[src/sv/ashm_pkg.sv]
// Package for the angle to strip hit mapper: shared types, constants, register
// indexes and the CORDIC arctangent table. No dependencies.
package ashm_pkg;

    localparam int MAX_STRIPS   = 32;
    localparam int MAX_BACKS    = 16;
    localparam int ANGLE_BITS   = 16;
    localparam int ANG_DROP     = (ANGLE_BITS < 16) ? 16 - ANGLE_BITS : 0;
    localparam logic [15:0] ANG_MASK = 16'hFFFF << ANG_DROP;

    localparam int CORDIC_STEPS = 24;
    localparam int SQRT_STEPS   = 16;
    localparam int DIV_STEPS    = 16;
    localparam int XY_W         = 34;
    localparam logic signed [XY_W-1:0] CORDIC_GAIN = 34'sd652032874;

    // Register indexes; the byte address of a register is four times its index.
    localparam logic [2:0] REG_DET_AZIMUTH  = 3'd0;
    localparam logic [2:0] REG_DET_RADIUS   = 3'd1;
    localparam logic [2:0] REG_DET_CENTER_Z = 3'd2;
    localparam logic [2:0] REG_STRIP_PITCH  = 3'd3;
    localparam logic [2:0] REG_BACK_PITCH   = 3'd4;
    localparam logic [2:0] REG_STRIP_COUNT  = 3'd5;
    localparam logic [2:0] REG_BACK_COUNT   = 3'd6;
    localparam logic [2:0] REG_UNMAPPED     = 3'd7;

    // Record handed from one trig cell to the next: two CORDIC rotations
    // (azimuth and polar angle) and one integer square root.
    typedef struct packed {
        logic signed [XY_W-1:0] px;
        logic signed [XY_W-1:0] py;
        logic signed [XY_W-1:0] pz;
        logic                   pflip;
        logic signed [XY_W-1:0] tx;
        logic signed [XY_W-1:0] ty;
        logic signed [XY_W-1:0] tz;
        logic                   tflip;
        logic [31:0]            sv;
        logic [31:0]            sr;
        logic                   mode;
        logic signed [15:0]     cos_in;
    } t_trig;

    // Record handed from one divider cell to the next: three restoring
    // divisions that each settle one quotient bit per cell.
    typedef struct packed {
        logic [63:0] rs;
        logic [63:0] ds;
        logic [63:0] rb;
        logic [63:0] db;
        logic [63:0] rr;
        logic [63:0] dr;
        logic [15:0] qs;
        logic [15:0] qb;
        logic [15:0] qr;
        logic        rneg;
        logic        miss;
    } t_div;

    typedef struct packed {
        logic               hit;
        logic [4:0]         strip;
        logic [3:0]         back;
        logic signed [15:0] ratio;
    } t_res;

    function automatic logic signed [XY_W-1:0] atan_q30(input logic [4:0] idx);
        logic signed [XY_W-1:0] v;
        case (idx)
            5'd0:    v = 34'sd536870912;
            5'd1:    v = 34'sd316933406;
            5'd2:    v = 34'sd167458907;
            5'd3:    v = 34'sd85004756;
            5'd4:    v = 34'sd42667331;
            5'd5:    v = 34'sd21354465;
            5'd6:    v = 34'sd10679838;
            5'd7:    v = 34'sd5340245;
            5'd8:    v = 34'sd2670163;
            5'd9:    v = 34'sd1335087;
            5'd10:   v = 34'sd667544;
            5'd11:   v = 34'sd333772;
            5'd12:   v = 34'sd166886;
            5'd13:   v = 34'sd83443;
            5'd14:   v = 34'sd41722;
            5'd15:   v = 34'sd20861;
            5'd16:   v = 34'sd10430;
            5'd17:   v = 34'sd5215;
            5'd18:   v = 34'sd2608;
            5'd19:   v = 34'sd1304;
            5'd20:   v = 34'sd652;
            5'd21:   v = 34'sd326;
            5'd22:   v = 34'sd163;
            5'd23:   v = 34'sd81;
            default: v = '0;
        endcase
        return v;
    endfunction

endpackage

[src/sv/ashm_trig_cell.sv]
// One cell of the trig chain: a CORDIC step for each of the two angles and
// one step of the integer square root. Depends on ashm_pkg.
module ashm_trig_cell import ashm_pkg::*; (
    input  logic       i_clk,
    input  logic       i_rst_n,
    input  logic       i_adv,
    input  logic [4:0] i_step,
    input  logic       i_valid,
    input  t_trig      i_rec,
    output logic       o_valid,
    output t_trig      o_rec
);

    logic signed [XY_W-1:0] atan_v;
    logic [31:0]            sq_b;
    logic [31:0]            sq_t;
    t_trig                  n_rec;
    t_trig                  r_rec;
    logic                   r_valid;

    always_comb begin
        atan_v = atan_q30(i_step);
        n_rec  = i_rec;
        if (!i_rec.pz[XY_W-1]) begin
            n_rec.px = i_rec.px - ($signed(i_rec.py) >>> i_step);
            n_rec.py = i_rec.py + ($signed(i_rec.px) >>> i_step);
            n_rec.pz = i_rec.pz - atan_v;
        end else begin
            n_rec.px = i_rec.px + ($signed(i_rec.py) >>> i_step);
            n_rec.py = i_rec.py - ($signed(i_rec.px) >>> i_step);
            n_rec.pz = i_rec.pz + atan_v;
        end
        if (!i_rec.tz[XY_W-1]) begin
            n_rec.tx = i_rec.tx - ($signed(i_rec.ty) >>> i_step);
            n_rec.ty = i_rec.ty + ($signed(i_rec.tx) >>> i_step);
            n_rec.tz = i_rec.tz - atan_v;
        end else begin
            n_rec.tx = i_rec.tx + ($signed(i_rec.ty) >>> i_step);
            n_rec.ty = i_rec.ty - ($signed(i_rec.tx) >>> i_step);
            n_rec.tz = i_rec.tz + atan_v;
        end
        // The square root settles two radicand bits per step and is done
        // after its first sixteen cells.
        sq_b = 32'h4000_0000 >> {i_step, 1'b0};
        sq_t = i_rec.sr + sq_b;
        if (i_step < 5'(SQRT_STEPS)) begin
            if (i_rec.sv >= sq_t) begin
                n_rec.sv = i_rec.sv - sq_t;
                n_rec.sr = (i_rec.sr >> 1) + sq_b;
            end else begin
                n_rec.sr = i_rec.sr >> 1;
            end
        end
    end

    always_ff @(posedge i_clk) begin
        if (!i_rst_n) begin
            r_valid <= 1'b0;
        end else if (i_adv) begin
            r_valid <= i_valid;
        end
    end

    always_ff @(posedge i_clk) begin
        if (i_adv) begin
            r_rec <= n_rec;
        end
    end

    assign o_valid = r_valid;
    assign o_rec   = r_rec;

endmodule

[config.mk]
export PLATFORM = sky130hd
export DESIGN_NAME = ashm_trig_cell
export DESIGN_NICKNAME = d
export VERILOG_FILES = /design/src/sv/ashm_pkg.sv /design/src/sv/ashm_trig_cell.sv
export SDC_FILE = /design/constraint.sdc
export NUM_CORES = 2
export LEC_CHECK = 0
export ABC_CLOCK_PERIOD_IN_PS = 7800
export BUFFER_PORTS_ARGS = -buffer_cell sky130_fd_sc_hd__buf_2
export CORE_ASPECT_RATIO = 1.75
export CORE_UTILIZATION = 60
export CTS_BUF_LIST = sky130_fd_sc_hd__clkbuf_2 sky130_fd_sc_hd__clkbuf_4 sky130_fd_sc_hd__clkbuf_8
export DETAILED_ROUTE_END_ITERATION = 12
export GPL_TIMING_DRIVEN = 0
export PLACE_DENSITY = 0.83
export SYNTH_ARGS = -nofsm -noshare
export SYNTH_HDL_FRONTEND = slang
export SYNTH_SLANG_ARGS = --single-unit
[constraint.sdc]
create_clock -name i_clk -period 7.8 [get_ports i_clk]
set_input_delay 0.78 -clock i_clk [delete_from_list [all_inputs] [get_ports i_clk]]
set_output_delay 0.78 -clock i_clk [all_outputs]
set_load 0.005 [all_outputs]
==> summary.md, run 1 <==
| Metric | Value |
|---|---|
| Status | `aborted with a tool error` |
| Failed at | `5_1_grt` |
| Run Error | `[ERROR GRT-0116] Global routing finished with congestion. Check the congestion regions in the DRC Viewer.` |
| Ports | `584` |
| GRT overflow | `1188` |
| Root buffer cell | `clkbuf_8` |
| Syn_nets | `4522` |
| Overall routing resource usage | `81.2%` |
| Main flop type after synthesis | `edfxtp_1` |
| CTS buffer count | `45` |
| Total number of yosys warnings | `0` |
| Global-route wire length before repair | `362 mm` |
| Dpl hpwl | `152 mm` |
| Die width | `186 um` |
| Htree depth | `2` |
| Core Rows | `117` |
| Starting density of the core | `60.9%` |
| Largest net degree at the start of global routing | `118` |
| Synth unique cells | `95` |
| Die Y | `324 um` |
| Seq/Total Area, Yosys | `24.3%` |
| Synthesized flop and latch total | `288` |
| Number of global-route vias before repair | `46800` |
| Mean Syn Cell Area | `9.02 um^2` |
| GP Congestion | `1.32` |
| Number of synthesized flops with an enable pin | `287` |
| Ys async rst share | `0%` |
| Port bufs | `575` |
| # hold bufs at CTS | `0` |
| CTS Sinks | `288` |
| Post-Syn Instances | `3947` |
| Worst-case clock buffer depth | `3` |
| Post-Syn Area | `35600 um^2` |
-- logic make-up after synthesis --
| logic type | after synthesis | share of synthesized area, % |
|---|---|---|
| buf+inv | 308 | 3.73 |
| flops | 288 | 24.3 |
| xor+xnor | 393 | 9.67 |
| simple gates | 1133 | 14.7 |
| mux | 373 | 16.7 |
| fa+ha+maj | 281 | 10.0 |
| compound gates | 1171 | 20.9 |
-- Yosys cell counts, types with 26 or more instances --
library cell  instances  area share [%]
and3_1               47            0.83
xnor2_1             244             6.0
o21a_1               39            0.82
o211ai_1             33            0.70
a21o_1              106             2.2
inv_1                99             1.0
mux2i_1             110             3.1
nor2b_1              55            0.97
o21ai_0             276             3.9
a21oi_1             325             4.6
xor2_1              149             3.7
nor2_1              342             3.6
buf_1                34            0.36
mux4_2              168              11
and2_1               32            0.56
buf_2                48            0.67
o22ai_1              26            0.46
a31oi_1              80             1.4
nand2_1             397             4.2
nand3_1              60            0.84
mux2_2               95             3.0
nand2b_1             49            0.86
ha_1                272             9.6
clkbuf_1            107             1.1
a211oi_1             36            0.76
edfxtp_1            287              24
o21bai_1             36            0.76
nor3_1               56            0.79
-- layer usage --
metal / GRT overflow / global-route usage [%]
met5: 2 / 34.3
met4: 380 / 85.4
met3: 21 / 67.1
met2: 774 / 99.8
met1: 11 / 76.4
-- through the flow --
stage / std cells / worst slack, ps / cell area (um^2)
global placement: 5295 / -3490 / 39400
detailed placement: 5297 / -3500 / 39500
CTS: 5380 / 1.07 / 40800
floorplan: 3947 / 678 / 35600
-- what timing repair did --
item,4_1_cts
pin swaps,4
gates resized for setup,117
setup buffers,5
setup endpoints to repair,183
==> inputs of run 2 (changes only) <==
==> config.mk (replaced) <==
export PLATFORM = sky130hd
export DESIGN_NAME = ashm_trig_cell
export DESIGN_NICKNAME = d
export VERILOG_FILES = /design/src/sv/ashm_pkg.sv /design/src/sv/ashm_trig_cell.sv
export SDC_FILE = /design/constraint.sdc
export NUM_CORES = 2
export LEC_CHECK = 0
export ABC_CLOCK_PERIOD_IN_PS = 7800
export BUFFER_PORTS_ARGS = -buffer_cell sky130_fd_sc_hd__buf_2
export CORE_UTILIZATION = 40
export DETAILED_ROUTE_END_ITERATION = 12
export GPL_TIMING_DRIVEN = 0
export PLACE_DENSITY_LB_ADDON = 0.15
export SYNTH_ARGS = -nofsm -noshare
export SYNTH_HDL_FRONTEND = slang
export SYNTH_SLANG_ARGS = --single-unit
==> run 2 against run 1 <==
Synthesized area stayed put. The flow now finishes without violations. Synthesized cell count unchanged.
==> summary.md, run 2 <==
| Metric | Value |
|---|---|
| LEAKAGE | `17.4 nW` |
| Max FFs per register | `287` |
| Number of synthesized flops with an enable pin | `287 (unchanged)` |
| GP Congestion | `1.05 (-20%)` |
| Fin Clk Skew | `0 ps` |
| Cell Pwr Density | `194 nW/um^2` |
| Slowest-stage cell, CP | `xor2_2` |
| Critical path's top delay family | `compound AO/OA/AOI/OAI gates` |
| Initial DRC count | `3760` |
| Antenna-violating nets left | `0` |
| Mux contribution to synthesized area | `16.7% (unchanged)` |
| Slew Limit Fails | `0` |
| HP Class | `in -> reg` |
| Hold path start | `i_rec[7]` |
| Most frequent cell after synthesis | `nand2_1` |
| CP Capture Type | `flip-flop` |
| Final setup violation count | `0` |
| Area fraction in compound gates after synthesis | `20.9% (unchanged)` |
| Ports | `584 (unchanged)` |
| Initial antenna violation count | `18` |
| Total number of yosys warnings | `0 (unchanged)` |
| WL per Instance | `31.3 um` |
| Htree depth | `2 (unchanged)` |
| Worst-case clock buffer depth | `3 (unchanged)` |
| Seq/Total Area, Yosys | `24.3% (unchanged)` |
| Fin crit share | `99.7%` |
| Die width | `300 um (+61%)` |
| Most frequent cells in the layout | `buf_2, nand2_1, nor2_1` |
| Via count | `36500` |
| Global-route wire length before repair | `252 mm` |
| Final hold violation count | `0` |
| Starting density of the core | `40.3% (-21 points)` |
| CTS buffer count | `37 (-18%)` |
| VDD IR max | `0.186 mV` |
| Area grow syn2layout | `17.3%` |
| XOR/XNOR Fraction of Synth Area | `9.67% (unchanged)` |
| Slowest stage delay, CP | `420 ps` |
| Setup CP Type | `in -> reg` |
| Ys async rst share | `0% (unchanged)` |
| Most frequent CP cell | `buf_6` |
| Drt pass-1 iters | `8` |
| Residual DRC | `0` |
| Clk_lat worst skew | `580 ps` |
| Share of the synthesized area in the top cell type | `24.2% (unchanged)` |
| Port bufs | `575 (unchanged)` |
| Post-Syn Area | `35600 um^2 (unchanged)` |
| Dpl hpwl | `144 mm (-5.3%)` |
| Mean Syn Cell Area | `9.02 um^2 (unchanged)` |
| Post-Route WL | `180 mm` |
| Slew Limit Headroom | `3.20%` |
| Largest family of logic cells by synthesized area | `compound AO/OA/AOI/OAI gates` |
| WP data arrival | `8100 ps` |
| Die Y | `300 um (-7.4%)` |
| Total Nets Final | `5135` |
| Post-Syn Instances | `3947 (unchanged)` |
| Reg2reg start | `o_valid` |
| CTS tree | `done` |
| Slew @ Worst Pin | `1450 ps` |
| Synth Area in Adders | `10.0% (unchanged)` |
| Status | `finished, final reports clean` |
| Crit Path Max Fanout | `10` |
| Layout Utilization | `47.3%` |
| CTS Sinks | `288 (unchanged)` |
| Finished Layout Cells | `5756` |
| CTS clk-pin slew, worst paths | `60 ps` |
| Largest net degree at the start of global routing | `107` |
| Die area | `90200 um^2` |
| CP required | `8120 ps` |
| Area leader, netlist | `edfxtp_1` |
| Top cells by count, synth | `nand2_1, nor2_1, a21oi_1, edfxtp_1, o21ai_0` |
| Placeable core area | `88200 um^2` |
| Minimum clock period | `7770 ps` |
| GRT overflow | `0` |
| Main flop type after synthesis | `edfxtp_1` |
| Synth area leaders | `edfxtp_1, mux4_2, ha_1, xnor2_1, a21oi_1` |
| Root buffer cell | `clkbuf_16` |
| CP bufs+invs | `9` |
| Number of global-route vias before repair | `34800` |
| Cell count after placement | `5691 (+7.4%)` |
| Synth Area in Simple Gates | `14.7% (unchanged)` |
| Syn_nets | `4522 (unchanged)` |
| Synth unique cells | `95 (unchanged)` |
| Tot Pwr | `0.00808 W` |
| Overall routing resource usage | `38.9%` |
| Startpoint Class | `input port` |
| Peak Freq | `129 MHz` |
| Via-to-Cell Ratio | `6.33` |
| Commonest non-fill, non-tap cell in the layout | `buf_2` |
| Fraction of layout cells with a size suffix above 1 | `24.4%` |
| Core Rows | `109 (-6.8%)` |
| MaxCap Viol Count | `0` |
| Synthesized flop and latch total | `288 (unchanged)` |
| CP startpoint | `i_step[0]` |
## run 2: cell counts after synthesis
No cell type changed its count.
## run 2: where the power goes
group	internal, W	total, W	switching (W)
Sequential	0.00220	0.00229	0.0000990
Combinational	0.00160	0.00400	0.00240
Clock	0.00107	0.00179	0.000719
## run 2: what timing repair did
| item | in CTS | in global routing |
|---|---|---|
| gates resized for setup | 112 | 106 |
| pin swaps | 0 | 5 |
| hold buffers | 0 | 0 |
| endpoints found under the setup margin | 194 | 101 |
| setup buffers | 0 | 3 |
## run 2: cells by family (layout without fill, tap and decap cells)
family,Yosys count,in the layout
xor gates and xnor gates,393,393
muxes,373,373
DFF,288,288
and+or+nand+nor,1133,1133
AOI/OAI and AO/OA,1171,1171
other,0,5
adders and majority gates,281,281
buffers and inverters,308,947
## run 2: path summary, 6_finish.rpt
kind / end / slack (ps) / cells after the start
max: o_rec[149] / 30 / 29
max reg2reg: o_valid / 7200 / 2
min reg2reg: o_valid / 530 / 2
min: o_rec[7] / 370 / 1
## run 2: layer usage
metal	global-route usage, %	share of wire [%]
met3	11.8	11
met2	60.6	44
met5	0	0.047
met4	16.4	4.8
met1	49.7	41
## run 2: final cells by class
cell class,count,area (um^2)
fillers,8700,46500
clock buffers,42,945
flip-flops and latches,288,8640
repair buffers,582,2990
diodes,5,12.5
plain buffers,198,1160
multi-input cells,3351,25900
clock inverters,23,279
well taps,1165,1460
inverters,102,394
## run 2: per-stage QoR
step	cell area [um^2]	worst slack (ps)	setup TNS, ps	hold slack [ps]
2_1_floorplan	35600	678	0	507
3_3_place_gp	39900	-3720	-447250	497
3_5_place_dp	40000	-3600	-426500	527
4_1_cts	41500	6.65	0	335
5_1_grt	41700	-44.1	-44.1	351
6_report	41700	25.8	0	365
(Power assumes the default switching activity.)
