$ cat config.mk
export PLATFORM = sky130hd
export DESIGN_NAME = ashm_div_cell
export DESIGN_NICKNAME = d
export VERILOG_FILES = /design/src/sv/ashm_pkg.sv /design/src/sv/ashm_div_cell.sv
export SDC_FILE = /design/constraint.sdc
export NUM_CORES = 1
export LEC_CHECK = 0
export BUFFER_PORTS_ARGS = -buffer_cell sky130_fd_sc_hd__buf_2
export CELL_PAD_IN_SITES_DETAIL_PLACEMENT = 0
export CELL_PAD_IN_SITES_GLOBAL_PLACEMENT = 1
export CORE_AREA = 5 5 334 336
export CTS_BUF_LIST = sky130_fd_sc_hd__clkbuf_8
export DETAILED_ROUTE_END_ITERATION = 7
export DIE_AREA = 0 0 339 341
export PLACE_DENSITY = 0.73
export RECOVER_POWER = 25
export SLEW_MARGIN = 20
export SYNTH_ARGS = -nofsm -noshare
export SYNTH_HDL_FRONTEND = slang
export SYNTH_SLANG_ARGS = --single-unit
$ cat constraint.sdc
create_clock -name i_clk -period 7.8 [get_ports i_clk]
set_input_delay 1.17 -clock i_clk [delete_from_list [all_inputs] [get_ports i_clk]]
set_output_delay 1.17 -clock i_clk [all_outputs]
set_load 0.005 [all_outputs]
$ cat src/sv/ashm_pkg.sv
// Package for the angle to strip hit mapper: shared types, constants, register
// indexes and the CORDIC arctangent table. No dependencies.
package ashm_pkg;

    localparam int MAX_STRIPS   = 32;
    localparam int MAX_BACKS    = 16;
    localparam int ANGLE_BITS   = 16;
    localparam int ANG_DROP     = (ANGLE_BITS < 16) ? 16 - ANGLE_BITS : 0;
    localparam logic [15:0] ANG_MASK = 16'hFFFF << ANG_DROP;

    localparam int CORDIC_STEPS = 24;
    localparam int SQRT_STEPS   = 16;
    localparam int DIV_STEPS    = 16;
    localparam int XY_W         = 34;
    localparam logic signed [XY_W-1:0] CORDIC_GAIN = 34'sd652032874;

    // Register indexes; the byte address of a register is four times its index.
    localparam logic [2:0] REG_DET_AZIMUTH  = 3'd0;
    localparam logic [2:0] REG_DET_RADIUS   = 3'd1;
    localparam logic [2:0] REG_DET_CENTER_Z = 3'd2;
    localparam logic [2:0] REG_STRIP_PITCH  = 3'd3;
    localparam logic [2:0] REG_BACK_PITCH   = 3'd4;
    localparam logic [2:0] REG_STRIP_COUNT  = 3'd5;
    localparam logic [2:0] REG_BACK_COUNT   = 3'd6;
    localparam logic [2:0] REG_UNMAPPED     = 3'd7;

    // Record handed from one trig cell to the next: two CORDIC rotations
    // (azimuth and polar angle) and one integer square root.
    typedef struct packed {
        logic signed [XY_W-1:0] px;
        logic signed [XY_W-1:0] py;
        logic signed [XY_W-1:0] pz;
        logic                   pflip;
        logic signed [XY_W-1:0] tx;
        logic signed [XY_W-1:0] ty;
        logic signed [XY_W-1:0] tz;
        logic                   tflip;
        logic [31:0]            sv;
        logic [31:0]            sr;
        logic                   mode;
        logic signed [15:0]     cos_in;
    } t_trig;

    // Record handed from one divider cell to the next: three restoring
    // divisions that each settle one quotient bit per cell.
    typedef struct packed {
        logic [63:0] rs;
        logic [63:0] ds;
        logic [63:0] rb;
        logic [63:0] db;
        logic [63:0] rr;
        logic [63:0] dr;
        logic [15:0] qs;
        logic [15:0] qb;
        logic [15:0] qr;
        logic        rneg;
        logic        miss;
    } t_div;

    typedef struct packed {
        logic               hit;
        logic [4:0]         strip;
        logic [3:0]         back;
        logic signed [15:0] ratio;
    } t_res;

    function automatic logic signed [XY_W-1:0] atan_q30(input logic [4:0] idx);
        logic signed [XY_W-1:0] v;
        case (idx)
            5'd0:    v = 34'sd536870912;
            5'd1:    v = 34'sd316933406;
            5'd2:    v = 34'sd167458907;
            5'd3:    v = 34'sd85004756;
            5'd4:    v = 34'sd42667331;
            5'd5:    v = 34'sd21354465;
            5'd6:    v = 34'sd10679838;
            5'd7:    v = 34'sd5340245;
            5'd8:    v = 34'sd2670163;
            5'd9:    v = 34'sd1335087;
            5'd10:   v = 34'sd667544;
            5'd11:   v = 34'sd333772;
            5'd12:   v = 34'sd166886;
            5'd13:   v = 34'sd83443;
            5'd14:   v = 34'sd41722;
            5'd15:   v = 34'sd20861;
            5'd16:   v = 34'sd10430;
            5'd17:   v = 34'sd5215;
            5'd18:   v = 34'sd2608;
            5'd19:   v = 34'sd1304;
            5'd20:   v = 34'sd652;
            5'd21:   v = 34'sd326;
            5'd22:   v = 34'sd163;
            5'd23:   v = 34'sd81;
            default: v = '0;
        endcase
        return v;
    endfunction

endpackage

$ cat src/sv/ashm_div_cell.sv
// One cell of the divider chain: one quotient bit for each of the strip,
// back and ratio divisions. Depends on ashm_pkg.
module ashm_div_cell import ashm_pkg::*; (
    input  logic       i_clk,
    input  logic       i_rst_n,
    input  logic       i_adv,
    input  logic [3:0] i_pos,
    input  logic       i_valid,
    input  t_div       i_rec,
    output logic       o_valid,
    output t_div       o_rec
);

    logic [63:0] ds_sh;
    logic [63:0] db_sh;
    logic [63:0] dr_sh;
    t_div        n_rec;
    t_div        r_rec;
    logic        r_valid;

    always_comb begin
        ds_sh = i_rec.ds << i_pos;
        db_sh = i_rec.db << i_pos;
        dr_sh = i_rec.dr << i_pos;
        n_rec = i_rec;
        if (i_rec.rs >= ds_sh) begin
            n_rec.rs = i_rec.rs - ds_sh;
            n_rec.qs = i_rec.qs | (16'd1 << i_pos);
        end
        if (i_rec.rb >= db_sh) begin
            n_rec.rb = i_rec.rb - db_sh;
            n_rec.qb = i_rec.qb | (16'd1 << i_pos);
        end
        if (i_rec.rr >= dr_sh) begin
            n_rec.rr = i_rec.rr - dr_sh;
            n_rec.qr = i_rec.qr | (16'd1 << i_pos);
        end
    end

    always_ff @(posedge i_clk) begin
        if (!i_rst_n) begin
            r_valid <= 1'b0;
        end else if (i_adv) begin
            r_valid <= i_valid;
        end
    end

    always_ff @(posedge i_clk) begin
        if (i_adv) begin
            r_rec <= n_rec;
        end
    end

    assign o_valid = r_valid;
    assign o_rec   = r_rec;

endmodule

# Yosys cells after proc, flatten, opt, wreduce, memory -nomap -nowiden
# Index checks and enable logic that the tools add are counted.
word_totals:
  latchBits: 0
  elab_cells: 31
  ram_bits: 0
  input_bits: 442
  rom_bits: 0
  n_memories: 0
  register_bits: 435
classes:
  n_mux: 6
  bitwise: 3
  addsub: 3
  shift: 4
  n_lt_le_gt_ge: 3
  eq_ne: 0
  div_mod_pow: 0
  reduce_logical: 0
  mul: 0
ops:
  columns: ["cell", "n"]
  rows:
  - ["$ge A64 B64 Y1", 3]
  - ["$mux W64", 3]
  - ["$shl A64 B4 Y64", 3]
  - ["$sub A64 B64 Y64", 3]
  - ["$mux W16", 3]
  - ["$or A16 B16 Y16", 3]
  - ["$shl A1 B4 Y16 const A", 1]

# Depth between registers and ports, before layout
# Gate-level depths: netlist of the first run.
depth:
  ltp_word: 3
  ltp_mapped: 26
  mapped_depth_nobuf: 19

# Worst setup path after synthesis of the first run
# Ideal clock, no wire load.
synth_timing:
  kind: "input-to-reg"
  start: "in i_pos[0]"
  end: "reg r_rec (netlist bit o_rec[161]), data pin"
  cell_stages: 19
  setup_slack_ps: 1868
  n_path_buf: 5
  required_time_ps: 7540
  t_arrival_ps: 5672
  cell_sequence: "clkbuf_1 -> buf_2 -> buf_1 -> buf_2 -> mux2i_1 -> mux2i_1 -> mux2i_1 -> or2_2 -> ha_1 -> and3_1 -> a221o_1 -> a21o_1 -> a221oi_2 -> o2111ai_1 -> o21ai_1 -> a221oi_2 -> o21ai_4 -> buf_6 -> mux2_2"
synth_rtl:
  columns: ["item", "line_no", "text"]
  rows:
  - ["start, declared", "ashm_div_cell.sv:7", "input logic [3:0] i_pos,"]
  - ["end signal, assigned", "ashm_div_cell.sv:50", "r_rec <= n_rec;"]
  - ["end, declared", "ashm_div_cell.sv:18", "t_div r_rec;"]

==> results.sh, run 1 <==
export IMPL_worstPathMaxFanout=66
export IMPL_fillers=11150
export IMPL_dieArea_mm2=0.1156
export IMPL_cts_setup_buffers=0
export IMPL_leakagePower_nw=18.07
export IMPL_finalHoldViolCount=0
export IMPL_cp_end_kind="flop"
export IMPL_num_vias=34490
export IMPL_portBuffers=876
export IMPL_gp_routability_congestion=0.9607
export IMPL_maxCapViolCount=2
export IMPL_dpl_worst_slack_ns=0.9769
export IMPL_clk_pin_slew_ns=0.06
export IMPL_seq_area_mm2=0.01305
export IMPL_power_w=0.009146
export IMPL_drt_vias_per_instance=5.654
export IMPL_synth_cell_types=82
export IMPL_p_seq_share_pct=33.9
export IMPL_arrival_ns=6.56
export IMPL_finalCriticalPeriod_ns=6.099
export IMPL_holdBufCountCts=0
export IMPL_synth_main_ff_cell="edfxtp_1"
export IMPL_multi_input_area_mm2=0.02092
export IMPL_clock_sinks=435
export IMPL_cts_made_buffers=84
export IMPL_internal_power_w=0.005667
export IMPL_syn2layout_area_growth_pct=19.88
export IMPL_synth_edf_count=434
export IMPL_power_share_clock_pct=26.6
export IMPL_combPwrFrac_pct=39.4
export IMPL_antenna_found_initial=15
export IMPL_initial_core_util_pct=32.80
export IMPL_status="finished, violations left"
export IMPL_first_iter_violations=3482
export IMPL_hold_class="reg -> reg"
export IMPL_synth_cell_area_mm2=0.03550
export IMPL_drtAntennaViolNets=0
export IMPL_final_nets=5254
export IMPL_gr_total_overflow=0
export IMPL_peakVddDrop_uv=136.1
export IMPL_post_drt_wl_per_cell_um=26.36
export IMPL_place_hpwl_um=131100
export IMPL_grt_pass1_wl_um=228400
export IMPL_drc=0
export IMPL_drtPass1Iterations=6
export IMPL_syn_inst=3864
export IMPL_worst_pin_slew_ns=3.854
export IMPL_ctsRootBufferMaster="clkbuf_8"
export IMPL_core_mm2=0.1082
export IMPL_cp_required_ns=8.27
export IMPL_synth_seq_cells=435
export IMPL_worst_slack_ns=1.701
export IMPL_drive_above_1_share_pct=22.32
export IMPL_fmax_mhz=164.0
export IMPL_fp_dieH_um=341
export IMPL_clk_latency_ns=0.74
export IMPL_synth_async_reset_ratio_pct=0
export IMPL_ys_warn_count=0
export IMPL_critPathKind="in -> reg"
export IMPL_final_instance_count_excl_fill=6100
export IMPL_ys_seq_area_share_pct=36.76
export IMPL_rsz0062_at_grt="false"
export IMPL_synthesis_nets=4501
export IMPL_period_share_pct=78.19
export IMPL_cts_htree_levels=3
export IMPL_p_sw_w=0.003479
export IMPL_die_width_um=339
export IMPL_netSwitchingFraction_pct=38.04
export IMPL_critPathLaunchType="primary input"
export IMPL_ios=877
export IMPL_fin_skew_ns=0
export IMPL_final_cell_mix="679 x buf_2, 673 x nand2_1, 434 x edfxtp_1"
export IMPL_grt_usage_pct=26.40
export IMPL_post_synth_cell_area_avg_um2=9.188
export IMPL_violations="max-capacitance violations, max-slew violations"
export IMPL_finalWirelength_um=160800
export IMPL_slew_viol_final=152
export IMPL_utilization_pct=39.32
export IMPL_layout_commonest_cell="buf_2"
export IMPL_placed_cells=5945
export IMPL_pwr_density_cell_mw_per_mm2=214.9
export IMPL_post_cts_resized=0
export IMPL_setup_violations=0
export IMPL_rows=121
export IMPL_relSlewSlack_pct=-156.9
export IMPL_finalSetupTns_ns=0
export IMPL_tritoncts="done"
export IMPL_grt_pass1_vias=33330
export IMPL_clockBufferDepth=3
export IMPL_grt_max_degree=150
## state kept, by name, indices dropped and copies added, names as in the netlist
signal   cells
o_rec      434
o_valid      1
## per-stage QoR
step	hold WS [ns]	instance area (um^2)
6_report	0.5319	42560
4_1_cts	0.5115	42810
2_1_floorplan	0.5073	35500
3_5_place_dp	0.5151	41080
5_1_grt	0.5436	42550
3_3_place_gp	0.4916	41080
## synth_stat cells (38+ instances only)
cell type / count / area (um^2)
a211oi_1: 38 / 285.3
a21o_1: 111 / 833.3
a21oi_1: 308 / 1541
a31oi_1: 96 / 600.6
and3_1: 84 / 525.5
clkbuf_1: 183 / 686.9
edfxtp_1: 434 / 13030
ha_1: 192 / 2402
inv_1: 149 / 559.3
mux2i_1: 114 / 1141
mux4_2: 125 / 2815
nand2_1: 673 / 2526
nand3_1: 55 / 275.3
nand4_1: 67 / 419.2
nor2_1: 199 / 747.0
o21ai_0: 318 / 1592
o21bai_1: 80 / 600.6
xnor2_1: 95 / 832.1
xor2_1: 75 / 656.9
## layout make-up
class	instances	area share (%)
repair buffers	911	10.56
diodes	8	0.04704
well taps	1414	4.157
inverters	152	1.361
clock inverters	63	1.349
multi-input cells	3033	49.14
flip-flops and latches	435	30.67
clock buffers	84	2.716
## per-layer routing
metal | up-vias | track usage (%) | share of wire [%]
met4 | 4 | 8.872 | 3.6
met2 | 1663 | 44.41 | 48
met3 | 250 | 6.140 | 8.6
li1 | 15890 | - | -
met5 | - | 0 | 0.016
met1 | 16680 | 33.55 | 40
## power by group through the flow
stage          Sequential (W)  Clock, W  Combinational (W)
6_report              0.00310   0.00244            0.00361
5_1_grt               0.00313   0.00263            0.00392
4_1_cts               0.00310   0.00251            0.00360
3_5_place_dp          0.00315         0            0.00359
3_3_place_gp          0.00314         0            0.00360
2_1_floorplan         0.00316         0            0.00217
## path summary, 6_finish.rpt
path                 start         end  slack [ns]  cells after the start
setup / recovery  i_pos[0]  o_rec[176]        1.70                     19
hold / removal     o_valid     o_valid        0.53                      2
setup reg to reg   o_valid     o_valid        7.20                      2
hold reg to reg    o_valid     o_valid        0.53                      2
## cell families (layout without fill, tap and decap cells)
logic type,after synthesis,in the layout,synth area share (%)
AO/OA/AOI/OAI,1146,1146,19.81
XOR/XNOR,170,170,4.194
adder cells (fa/ha/maj),195,195,6.935
buffers and inverters,396,1210,4.423
flip-flops,435,435,36.76
multiplexers,273,273,12.22
other,0,8,0
AND/OR/NAND/NOR,1249,1249,15.65
## critical path, stage by stage
cell and delay, ns:
buf_8 0.47, mux2_2 0.43, o21ai_0 0.19, nor2_1 0.07
a21oi_1 0.18, nor2_1 0.06, a21oi_1 0.23, ha_1 0.33
and3_1 0.20, a221o_1 0.38, a21o_1 0.24, a221oi_2 0.41
o2111ai_1 0.38, o21ai_1 0.27, a221oi_2 0.12, o21ai_4 0.50
buf_4 0.46, a211oi_1 0.08, a32o_1 0.28
Note: power is estimated with default switching activity, not from simulation.
==> run 2: changes to the inputs <==
--- a/config.mk
+++ b/config.mk
@@ -8,10 +8,10 @@
 export BUFFER_PORTS_ARGS = -buffer_cell sky130_fd_sc_hd__buf_2
 export CELL_PAD_IN_SITES_DETAIL_PLACEMENT = 0
 export CELL_PAD_IN_SITES_GLOBAL_PLACEMENT = 1
-export CORE_AREA = 5 5 334 336
+export CORE_AREA = 5 5 341 343
 export CTS_BUF_LIST = sky130_fd_sc_hd__clkbuf_8
 export DETAILED_ROUTE_END_ITERATION = 7
-export DIE_AREA = 0 0 339 341
+export DIE_AREA = 0 0 346 348
 export PLACE_DENSITY = 0.73
 export RECOVER_POWER = 25
 export SLEW_MARGIN = 20
==> constraint.sdc (replaced) <==
create_clock -name i_clk -period 5.6 [get_ports i_clk]
set_input_delay 0.84 -clock i_clk [delete_from_list [all_inputs] [get_ports i_clk]]
set_output_delay 0.84 -clock i_clk [all_outputs]
set_load 0.005 [all_outputs]
==> run 2 against run 1 <==
Compared with the run above: routed wire length is 2.4% higher; sequential share of layout area is 1.8 points lower; clock power is 31% higher; the flow still finishes with violations (max-capacitance violations, max-slew violations); via count is 2.8% higher; first-iteration DRC count is 4.0% lower; register-to-register slack worse by 2.2 ns; sequential power is 39% higher; clock skew stayed put; combinational power is 54% higher; global-route usage is 0.36 points lower; non-clock buffer count is 321 higher; die area is 4.2% higher.
==> results.sh, run 2 (synthesis gave the netlist of run 1 again) <==
export IMPL_status="finished, violations left"
export IMPL_violations="max-capacitance violations, max-slew violations"
export IMPL_rsz0062_at_grt="false"
export IMPL_cp_required_ns=6.06
export IMPL_placed_cell_area_mm2=0.04386
export IMPL_grt_pass1_vias=34820
export IMPL_portBuffers=876
export IMPL_power_w=0.01308
export IMPL_utilization_pct=39.94
export IMPL_ios=877
export IMPL_arrival_ns=5.43
export IMPL_cts_setup_buffers=0
export IMPL_cts_made_buffers=82
export IMPL_worstPathMaxFanout=19
export IMPL_clockBufferDepth=3
export IMPL_finalHoldViolCount=0
export IMPL_critPathMaxStageDelay_ns=0.61
export IMPL_ctsRootBufferMaster="clkbuf_8"
export IMPL_grt_max_degree=126
export IMPL_tritoncts="done"
export IMPL_setup_violations=0
export IMPL_r2r_cells=2
export IMPL_grt_usage_pct=26.03
export IMPL_cp_cell_sequence="buf_8 -> buf_4 -> mux2_2 -> o21ai_0 -> nor2_1 -> a21oi_1 -> nor2_1 -> a21oi_1 -> ha_1 -> a21oi_1 -> a21o_1 -> a21boi_0 -> o41ai_1 -> a31oi_1 -> buf_4 -> o31ai_1 -> a21oi_1 -> or2_2 -> buf_4 -> a31o_2"
export IMPL_gr_total_overflow=0
export IMPL_fp_dieH_um=348
export IMPL_final_nets=5573
export IMPL_finalSetupTns_ns=0
export IMPL_drive_above_1_share_pct=27.24
export IMPL_gp_routability_congestion=0.9809
export IMPL_netSwitchingFraction_pct=37.73
export IMPL_drt_vias_per_instance=5.441
export IMPL_rows=124
export IMPL_fmax_mhz=201.3
export IMPL_num_vias=35460
export IMPL_worst_pin_slew_ns=4.792
export IMPL_antenna_found_initial=23
export IMPL_hold_class="in -> reg"
export IMPL_critPathKind="in -> reg"
export IMPL_finalCriticalPeriod_ns=4.968
export IMPL_pwr_density_cell_mw_per_mm2=289.2
export IMPL_drtPass1Iterations=5
export IMPL_critPathLaunchType="primary input"
export IMPL_leakagePower_nw=19.65
export IMPL_drtAntennaViolNets=0
export IMPL_die_width_um=346
export IMPL_place_hpwl_um=136200
export IMPL_clk_latency_ns=0.72
export IMPL_maxCapViolCount=1
export IMPL_combPwrFrac_pct=42.6
export IMPL_crit_path_top_delay_cell="o41ai_1"
export IMPL_initial_core_util_pct=31.35
export IMPL_syn2layout_area_growth_pct=27.40
export IMPL_drc=0
export IMPL_worstHoldPathCells=1
export IMPL_post_drt_wl_per_cell_um=25.26
export IMPL_cpMostUsedCell="a21oi_1"
export IMPL_relSlewSlack_pct=-219.4
export IMPL_grt_pass1_wl_um=235300
export IMPL_final_area_mm2=0.04523
export IMPL_first_iter_violations=3342
export IMPL_largest_register_ffs=434
export IMPL_holdBufCountCts=0
export IMPL_p_sw_w=0.004936
export IMPL_core_mm2=0.1133
export IMPL_fillers=11640
export IMPL_fin_skew_ns=0
export IMPL_dieArea_mm2=0.1204
export IMPL_slew_viol_final=76
export IMPL_internal_power_w=0.008146
export IMPL_finalWirelength_um=164600
export IMPL_p_seq_share_pct=33.0
export IMPL_period_share_pct=88.72
export IMPL_peakVddDrop_uv=203.8
export IMPL_layout_commonest_cell="buf_2"
export IMPL_clock_sinks=435
export IMPL_clk_pin_slew_ns=0.06
export IMPL_power_share_clock_pct=24.5
export IMPL_final_cell_mix="679 x buf_2, 673 x nand2_1, 434 x edfxtp_1"
export IMPL_cts_htree_levels=3
export IMPL_cp_end_kind="flop"
export IMPL_post_cts_resized=0
run 2: cell type report:
type                            instances  area [um^2]  area share [%]
Multi-Input combinational cell       3033        20920           46.24
Sequential cell                       435        13050           28.86
Timing Repair Buffer                 1232         7177           15.87
Tap cell                             1512         1892           4.182
Clock buffer                           82         1129           2.495
Inverter                              152        579.3           1.281
Clock inverter                         62        467.9           1.035
Antenna cell                            8        20.02         0.04426
run 2: final timing paths:
check	end	slack, ns	start
setup / recovery	o_rec[299]	0.63	i_pos[0]
hold / removal	o_rec[1]	0.29	i_rec[1]
setup reg to reg	o_valid	5.01	o_valid
hold reg to reg	o_valid	0.51	o_valid
run 2: critical path, delay by kind of cell:
family	cells	cell delay, ns
adders and majority gates	1	0.31
AOI/OAI and AO/OA	11	2.40
muxes	1	0.35
buffers and inverters	4	0.88
and+or+nand+nor	3	0.58
run 2: per-stage QoR:
step                instances  worst slack, ns  hold slack (ns)
finish                   6516           0.6315           0.2902
global route             6510           0.2728           0.2374
CTS                      6508           0.7178           0.1924
detailed placement       6364         -0.09133           0.5058
global placement         6364         -0.02958           0.4980
floorplan                3864          0.06440           0.5073
run 2: power by group through the flow:
stage | clock network, W | logic (W) | registers, W
after floorplan | 0 | 0.00302 | 0.00440
after global placement | 0 | 0.00555 | 0.00437
after detailed placement | 0 | 0.00555 | 0.00437
after CTS | 0.00331 | 0.00558 | 0.00431
after global routing | 0.00345 | 0.00607 | 0.00434
final | 0.00320 | 0.00557 | 0.00431
run 2: routing by layer:
layer  wire length (um)  global-route usage (%)
met1              68400                   33.88
met2              76710                   43.24
met3              12480                   4.836
met4               6951                   10.01
met5                 92                       0
